<file path="config.mk">
export PLATFORM = sky130hd
export DESIGN_NAME = tcbspe_ctrl
export DESIGN_NICKNAME = d
export VERILOG_FILES = /design/src/rtl/tcbspe_pkg.sv /design/src/rtl/tcbspe_ctrl.sv
export SDC_FILE = /design/constraint.sdc
export NUM_CORES = 1
export LEC_CHECK = 0
export ABC_CLOCK_PERIOD_IN_PS = 2020
export CAP_MARGIN = 20
export CORE_MARGIN = 10
export CORE_UTILIZATION = 61
export DETAILED_ROUTE_END_ITERATION = 10
export DONT_BUFFER_PORTS = 1
export PLACE_DENSITY_LB_ADDON = 0.2
export SLEW_MARGIN = 10
export SYNTH_ARGS = -nofsm -noshare
export SYNTH_HDL_FRONTEND = slang
export SYNTH_SLANG_ARGS = --single-unit
</file>
<file path="constraint.sdc">
create_clock -name i_clk -period 2.02 [get_ports i_clk]
set_clock_uncertainty 0.2 [all_clocks]
set_input_delay 0.101 -clock i_clk [delete_from_list [all_inputs] [get_ports i_clk]]
set_output_delay 0.101 -clock i_clk [all_outputs]
set_load 0.01 [all_outputs]
</file>
<file path="src/rtl/tcbspe_pkg.sv">
`default_nettype none
// ----------------------------------------------------------------------------
// TCB spline evaluator package
// Shared codes, controller states and the command/status bundles.
// ----------------------------------------------------------------------------
package tcbspe_pkg;

    localparam int MAX_POINTS_DEF  = 64;
    localparam int COORD_WIDTH_DEF = 32;

    // request codes
    localparam logic [1:0] REQ_APPEND = 2'd0;
    localparam logic [1:0] REQ_CLEAR  = 2'd1;
    localparam logic [1:0] REQ_EVAL   = 2'd2;

    // result status codes
    localparam logic [1:0] STATUS_OK   = 2'd0;
    localparam logic [1:0] STATUS_FEW  = 2'd1;
    localparam logic [1:0] STATUS_FULL = 2'd2;

    // configuration register indexes
    localparam logic [1:0] CFG_TENSION    = 2'd0;
    localparam logic [1:0] CFG_BIAS       = 2'd1;
    localparam logic [1:0] CFG_CONTINUITY = 2'd2;
    localparam logic [1:0] CFG_CONNECTED  = 2'd3;

    typedef enum logic [2:0] {
        ST_IDLE,
        ST_DECODE,
        ST_SEG,
        ST_READ,
        ST_MUL,
        ST_LAST,
        ST_FIN
    } t_state;

    // point memory read selects
    typedef enum logic [2:0] {
        RD_PREV,
        RD_SEG,
        RD_NEXT,
        RD_NEXT2,
        RD_LAST
    } t_rd;

    // multiply steps of one evaluation, in issue order
    typedef enum logic [2:0] {
        MS_D0_PREV,
        MS_D0_NEXT,
        MS_S1_PREV,
        MS_S1_NEXT,
        MS_H0,
        MS_H1,
        MS_H2,
        MS_H3
    } t_mstep;

    typedef enum logic [2:0] {
        OUT_OK,
        OUT_FEW,
        OUT_FULL,
        OUT_LAST,
        OUT_CURVE
    } t_out;

    typedef struct packed {
        logic   accept;
        logic   append;
        logic   clear;
        logic   seg;
        logic   rd_en;
        t_rd    rd_sel;
        logic   mul_en;
        t_mstep mul_step;
        logic   out_load;
        t_out   out_kind;
    } t_cmd;

    typedef struct packed {
        logic [1:0] req;
        logic       full;
        logic       few;
        logic       t_one;
        logic       out_free;
    } t_sts;

endpackage
`default_nettype wire

</file>
<file path="src/rtl/tcbspe_ctrl.sv">
`default_nettype none
// ----------------------------------------------------------------------------
// TCB spline evaluator controller
// Sequences one transaction at a time: decode, segment, reads, multiplies.
// ----------------------------------------------------------------------------
module tcbspe_ctrl (
    input  wire logic            i_clk,
    input  wire logic            i_rst_n,
    input  wire logic            i_in_valid,
    output logic                 o_in_ready,
    input  tcbspe_pkg::t_sts     i_sts,
    output tcbspe_pkg::t_cmd     o_cmd
);
    import tcbspe_pkg::*;

    t_state     r_state, n_state;
    logic [3:0] r_cnt, n_cnt;
    t_out       r_kind, n_kind;

    // hold state
    always_ff @(posedge i_clk) begin
        if (!i_rst_n) begin
            r_state <= ST_IDLE;
            r_cnt   <= '0;
            r_kind  <= OUT_OK;
        end else begin
            r_state <= n_state;
            r_cnt   <= n_cnt;
            r_kind  <= n_kind;
        end
    end

    // next state
    always_comb begin
        n_state = r_state;
        n_cnt   = r_cnt;
        n_kind  = r_kind;
        case (r_state)
            ST_IDLE: begin
                if (i_in_valid) n_state = ST_DECODE;
            end
            ST_DECODE: begin
                n_cnt   = '0;
                n_state = ST_FIN;
                n_kind  = OUT_OK;
                case (i_sts.req)
                    REQ_APPEND: n_kind = i_sts.full ? OUT_FULL : OUT_OK;
                    REQ_EVAL: begin
                        if (i_sts.few) begin
                            n_kind = OUT_FEW;
                        end else if (i_sts.t_one) begin
                            n_kind  = OUT_LAST;
                            n_state = ST_LAST;
                        end else begin
                            n_state = ST_SEG;
                        end
                    end
                    default: n_kind = OUT_OK;
                endcase
            end
            ST_SEG: begin
                n_state = ST_READ;
                n_cnt   = '0;
            end
            ST_READ: begin
                if (r_cnt == 4'd4) begin
                    n_state = ST_MUL;
                    n_cnt   = '0;
                end else begin
                    n_cnt = r_cnt + 4'd1;
                end
            end
            ST_MUL: begin
                if (r_cnt == 4'd8) begin
                    n_state = ST_FIN;
                    n_kind  = OUT_CURVE;
                end else begin
                    n_cnt = r_cnt + 4'd1;
                end
            end
            ST_LAST: begin
                if (r_cnt == 4'd1) n_state = ST_FIN;
                else n_cnt = r_cnt + 4'd1;
            end
            ST_FIN: begin
                if (i_sts.out_free) n_state = ST_IDLE;
            end
            default: n_state = ST_IDLE;
        endcase
    end

    // commands
    always_comb begin
        o_cmd      = '0;
        o_in_ready = (r_state == ST_IDLE);
        case (r_state)
            ST_IDLE: o_cmd.accept = i_in_valid;
            ST_DECODE: begin
                case (i_sts.req)
                    REQ_APPEND: o_cmd.append = !i_sts.full;
                    REQ_CLEAR:  o_cmd.clear  = 1'b1;
                    default:    o_cmd.clear  = 1'b0;
                endcase
            end
            ST_SEG: o_cmd.seg = 1'b1;
            ST_READ: begin
                if (r_cnt < 4'd4) begin
                    o_cmd.rd_en  = 1'b1;
                    o_cmd.rd_sel = t_rd'(r_cnt[2:0]);
                end
            end
            ST_MUL: begin
                if (r_cnt < 4'd8) begin
                    o_cmd.mul_en   = 1'b1;
                    o_cmd.mul_step = t_mstep'(r_cnt[2:0]);
                end
            end
            ST_LAST: begin
                if (r_cnt == 4'd0) begin
                    o_cmd.rd_en  = 1'b1;
                    o_cmd.rd_sel = RD_LAST;
                end
            end
            ST_FIN: begin
                o_cmd.out_load = i_sts.out_free;
                o_cmd.out_kind = r_kind;
            end
            default: o_cmd = '0;
        endcase
    end

endmodule
`default_nettype wire

</file>
Yosys cells after proc, flatten, opt, wreduce, memory -nomap -nowiden. Cells that the tools add are included. Widths: inputs -> output; s select.

Reductions and logical operators: 10. Eq/ne operators: 18. Order comparisons: 2. Add/subtract/negate cells: 1. Multiplexer cells: 30.

Operators by type and width (number): $mux 4 (8); $mux 3 (9); $pmux 3 s7 (1); $pmux 4 s4 (1); $ne 2x2->1 const B (7); $eq 3x3->1 const B (3); $mux 2 (4); $pmux 4 s2 (1); $eq 3x2->1 const B (2); $pmux 3 s2 (1); $reduce_and 5->1 (1); $add 4x1->4 const B (1); $eq 4x1->1 const B (1); $eq 4x3->1 const B (1); $eq 4x4->1 const B (1); $logic_not 4->1 (1); $lt 4x3->1 const B (1); $lt 4x4->1 const B (1); $mux 1 (4); $pmux 2 s2 (1); $reduce_bool 4->1 (1); $eq 3x1->1 const B (1); $logic_not 3->1 (1); $reduce_and 3->1 (1); other kinds (7) (7).

Flip-flop bits (word level): 10. Bits of input ports: 9. Output and inout port bits: 17. Word-level logic and storage cells: 64.

Depth between registers and ports, before layout.
Word-level depth: 4. Gate-level depth with buffers: 6. Mapped depth without buffers: 6.

Worst setup path after synthesis. OpenSTA, ideal clock, no wires.

Kind: register to register. Start point: reg r_cnt[0]. End point: reg r_state[2]. Library setup time: 0.116 ns. Path buffers: 0. Stages on the path, launching flop included: 7. Arrival: 1.486 ns. Setup slack: 0.218 ns. Cells stage by stage: dfxtp_1 inv_1 ha_1 and4bb_4 o31ai_2 nor4b_1 o211a_1.

Word-level cells in the longest chain between the ends: 3.

Ends and longest elaborated chain: start: declaration (RTL line tcbspe_ctrl.sv:17) `logic [3:0] r_cnt, n_cnt;`; start signal: assignment (RTL line tcbspe_ctrl.sv:28) `r_cnt <= n_cnt;`; $eq 4x1->1, or another cell as far along (RTL line tcbspe_ctrl.sv:82) `if (r_cnt == 4'd1) n_state = ST_FIN;`; $ne 2x2->1 (no line); $reduce_and 5->1 (no line) *; end signal: assignment (RTL line tcbspe_ctrl.sv:27) `r_state <= n_state;`; end: declaration (RTL line tcbspe_ctrl.sv:16) `t_state r_state, n_state;`.

Every way passes the cells marked *; elsewhere a longest branch is shown, timed or not. A chain may end at the register's enable or synchronous reset.

Worst setup path in the final report.
Start point: reg r_cnt[0]. End point: reg r_cnt[3].

Word-level cells in the longest chain between the ends: 3.

Ends and longest elaborated chain (RTL line): $add 4x1->4, or another cell as far along (tcbspe_ctrl.sv:70, tcbspe_ctrl.sv:78, tcbspe_ctrl.sv:83); $mux 4, or another cell as far along (tcbspe_ctrl.sv:82); $pmux 4 s4 / $reduce_and 3->1 (equally long branches).

Parallel ways exist; a longest one is shown, timed or not. The select of a mux whose other input is x is not followed.

==> impl.org <==
** Outcome
- The run finished with clean final reports.

** Route
- The first routing iteration left 28 violations.
- Routed length on met3 :: 224 um
- For this run, design rule violations remaining after detail routing come to 0.
- Antenna Nets Post-Route :: 0
- After detailed routing, the total wire length is 2350 um.
- Number of vias per cell :: 6.40
- Post-DR wirelength/cell :: 17.7 um
- Top routing layer used :: met4
- Routed vias :: 851
- Number of detailed-routing iterations run before antenna repair :: 4
- Routed met2 length :: 1090 um
- The detailed router put a total of 998 um of wire on met1.

** Cells and area
- P&R area growth vs syn :: 17.8%
- In the final design database the tool counted 131 nets.
- The repair_antennas step left the layout with diodes totalling 0.
- Share of layout cells above drive strength 1 :: 23.7%
- The library cell used most frequently in the layout, excluding fill and tap cells, is sky130_fd_sc_hd__nand2_1.
- In the layout the commonest cells are sky130_fd_sc_hd__nand2_1, sky130_fd_sc_hd__buf_4, sky130_fd_sc_hd__dfxtp_1.
- Number of non-filler instances in the completed layout :: 133
- Fillers :: 90

** Logic synthesis
- Warning count from the yosys run :: 0
- Number of flip-flops and latches in the synthesized netlist :: 10
- Sorting the synthesized cells by area gives the leading types as sky130_fd_sc_hd__dfxtp_1, sky130_fd_sc_hd__and2_1, sky130_fd_sc_hd__ha_1.
- The share of synthesized area in the top cell type comes to 23.0%.
- Summed over all instances, the cell type with the most area after synthesis is sky130_fd_sc_hd__dfxtp_1.
- When the netlist entered floorplanning its net count stood at 117.
- In the synthesized netlist, the number of instances is 105.
- Post-synthesis instance area :: 872 um2
- Mean Syn Cell Area :: 8.31 um2
- Synthesis instantiated 40 different standard cells from the library.
- Register area share after synthesis :: 23.0%

** Setup path
- The worst setup path is of the reg2reg kind.
- In this run the worst path has a maximum fanout of 6.
- STA classifies the critical path startpoint as a flop.
- Crit path capture type :: flop
- Arrival time of the worst setup path :: 1.89 ns
- Data required, critical path :: 1.97 ns

** Place
- PortBufs :: 0
- Routability Congestion :: 0.760
- The number of placed instances, taps included, is 122.
- Detailed placer's ending HPWL :: 1570 um

** Clock network
- TritonCTS built the clock tree.
- Clk Latency, worst-skew pair :: 0.28 ns
- In this run the clock root is driven by a sky130_fd_sc_hd__clkbuf_4.
- CTS Buf Count :: 3
- Clock transition time at the flip-flop clock pins of the worst setup and hold paths :: 0.07 ns
- Counting every sink on the clock net gives 10.
- The clock passes through at most 2 buffers.
- Post-CTS setup-driven buffer insertion count :: 0
- CTS built an H-tree with a depth of 1.

** Floorplanning
- Die Height :: 57.8 um
- Horiz. Die Dim :: 57.8 um
- Number of top-level design ports :: 26
- Site Rows :: 13
- The region available for standard cell placement spans 0.00132 mm2.
- The die covers 0.00334 mm2.
- Once the floorplan was initialized, standard cells occupied 66.2% of the core.

** STA
- Hold Fails Final Rpt :: 0
- Setup violation total in the final timing report :: 0
- Max-slew violation count :: 0
- Highest clock frequency the design can meet :: 517 MHz
- Post-route setup TNS :: 0 ns
- Setup repair after global routing left no endpoint under its margin.
- Relative slew slack :: 73.7%
- On the final layout, the worst hold slack is 0.0197 ns.
- The worst path uses 95.7% of the clock period.
- Least-Margin Pin Slew :: 0.391 ns
- After layout, the minimum clock period comes to 1.93 ns.

** Pwr
- Cell Pwr Density :: 1130 mW/mm2
- The worst-case IR drop observed on VDD is 0.000701 V.
- Internal power comes to 0.663 mW.
- The clock network burns 16.4% of the power.
- Switching part of the total power :: 43.1%
- For this design the total switching power over the nets is 0.503 mW.
- The share of total power dissipated in combinational logic is 57.7%.
- Sequential cells burn 25.8% of the power.
- In this run the static leakage power is 0.398 nW.

** Global routing
- The number of antenna violations at the first check in global routing was 0.
- Global routing used 13.7% of the available tracks.
- Entering global routing, the biggest net connects 17 pins.
- Vias in the first global route :: 812
- Leftover overflow at the end of global routing :: 0
- First-pass GRT wire length :: 3770 um

** Min path
- Worst min-delay path class :: in2reg

** Flow run
- Across the run, the number of max-cap violations was 0.
path summary, 6_finish.rpt:
| path | startpoint | to | slack, ns | cells past startpoint |
|---|---|---|---|---|
| min reg2reg | r_kind[2] | r_kind[2] | 0.26 | 2 |
| min | i_sts[4] | r_kind[0] | 0.02 | 4 |
| max reg2reg | r_cnt[0] | r_cnt[3] | 0.09 | 6 |
| max | r_cnt[0] | r_cnt[3] | 0.09 | 6 |
worst max-delay path, stage by stage (launching register included):
cell and delay, ns:
sky130_fd_sc_hd__dfxtp_1 0.41, sky130_fd_sc_hd__inv_1 0.12, sky130_fd_sc_hd__ha_2 0.23, sky130_fd_sc_hd__and4bb_4 0.22, sky130_fd_sc_hd__o32ai_4 0.36, sky130_fd_sc_hd__o21a_1 0.19
sky130_fd_sc_hd__o22ai_1 0.09
power groups by stage:
stage	clock, mW	sequential, mW	combinational, mW
CTS	0.189	0.299	0.623
global route	0.202	0.310	0.724
global placement	0	0.296	0.597
floorplan	0	0.260	0.542
finish	0.192	0.301	0.673
detailed placement	0	0.302	0.607
registers in the layout (all words and copies together), names as in the netlist:
name     flops
r_state      3
r_kind       3
r_cnt        4
Yosys cell counts:
cell type / instances
sky130_fd_sc_hd__clkbuf_8: 1
sky130_fd_sc_hd__nand2_1: 10
sky130_fd_sc_hd__nor3b_1: 1
sky130_fd_sc_hd__and3b_4: 1
sky130_fd_sc_hd__nor4b_1: 1
sky130_fd_sc_hd__nor3_2: 1
sky130_fd_sc_hd__a31oi_1: 2
sky130_fd_sc_hd__o21ai_1: 1
sky130_fd_sc_hd__o21a_1: 3
sky130_fd_sc_hd__nor3_1: 5
sky130_fd_sc_hd__o32ai_4: 1
sky130_fd_sc_hd__dfxtp_1: 10
sky130_fd_sc_hd__buf_2: 1
sky130_fd_sc_hd__nand4_1: 1
sky130_fd_sc_hd__ha_1: 3
sky130_fd_sc_hd__o31ai_2: 1
sky130_fd_sc_hd__nand2b_1: 3
sky130_fd_sc_hd__or4_1: 1
sky130_fd_sc_hd__a21o_1: 1
sky130_fd_sc_hd__and2b_2: 1
sky130_fd_sc_hd__nor2_1: 8
sky130_fd_sc_hd__o22ai_1: 3
sky130_fd_sc_hd__inv_1: 4
sky130_fd_sc_hd__a21oi_1: 6
sky130_fd_sc_hd__o21ai_2: 1
sky130_fd_sc_hd__o21ai_0: 1
sky130_fd_sc_hd__nand3b_1: 4
sky130_fd_sc_hd__nor4_1: 4
sky130_fd_sc_hd__buf_6: 2
sky130_fd_sc_hd__and2b_1: 1
sky130_fd_sc_hd__or3b_1: 2
sky130_fd_sc_hd__o211a_1: 1
sky130_fd_sc_hd__or2_1: 1
sky130_fd_sc_hd__buf_4: 3
sky130_fd_sc_hd__a211o_1: 1
sky130_fd_sc_hd__nand4bb_1: 2
sky130_fd_sc_hd__and3_1: 3
sky130_fd_sc_hd__and4bb_4: 2
sky130_fd_sc_hd__and2_1: 6
sky130_fd_sc_hd__a32oi_2: 1
cell families after synthesis:
group / share of synthesized area (%)
AO/OA/AOI/OAI: 21.2
adder cells (fa/ha/maj): 4.30
buffers and inverters: 9.04
flip-flops: 23.0
AND/OR/NAND/NOR: 42.5
area by class of cell:
| class | instances | area, um2 | area share, % |
|---|---|---|---|
| sequential | 10 | 201 | 19.6 |
| multi-input combinational | 84 | 618 | 60.2 |
| clock buffer | 4 | 36.3 | 3.53 |
| timing repair buffer | 16 | 138 | 13.4 |
| inverter | 4 | 15.0 | 1.46 |
| tap | 15 | 18.8 | 1.83 |
stage by stage:
| step | instance area (um2) | power [mW] | setup WS [ns] | utilization, % |
|---|---|---|---|---|
| 2_1_floorplan | 872 | 0.802 | 0.218 | - |
| 3_3_place_gp | 895 | 0.893 | 0.151 | 67.9 |
| 3_5_place_dp | 895 | 0.908 | 0.0474 | 67.9 |
| 4_1_cts | 1000 | 1.11 | 0.0213 | 76.1 |
| 5_1_grt | 1030 | 1.24 | 0.0113 | 78.0 |
| 6_report | 1030 | 1.17 | 0.0862 | 78.0 |
per-layer routing:
layer  up-vias  GRT usage, %
met4         0          5.03
met1       402          15.6
met5         -             0
li1        408             -
met2        34          21.9
met3         7          6.10
timing repair:
item	in CTS	in global routing
cloned	0	0
hold buffers	7	0
endpoints found under the hold margin	10	0
setup endpoints to repair	2	7
gates resized for setup	1	6
Power figures use the tool's default switching activity.
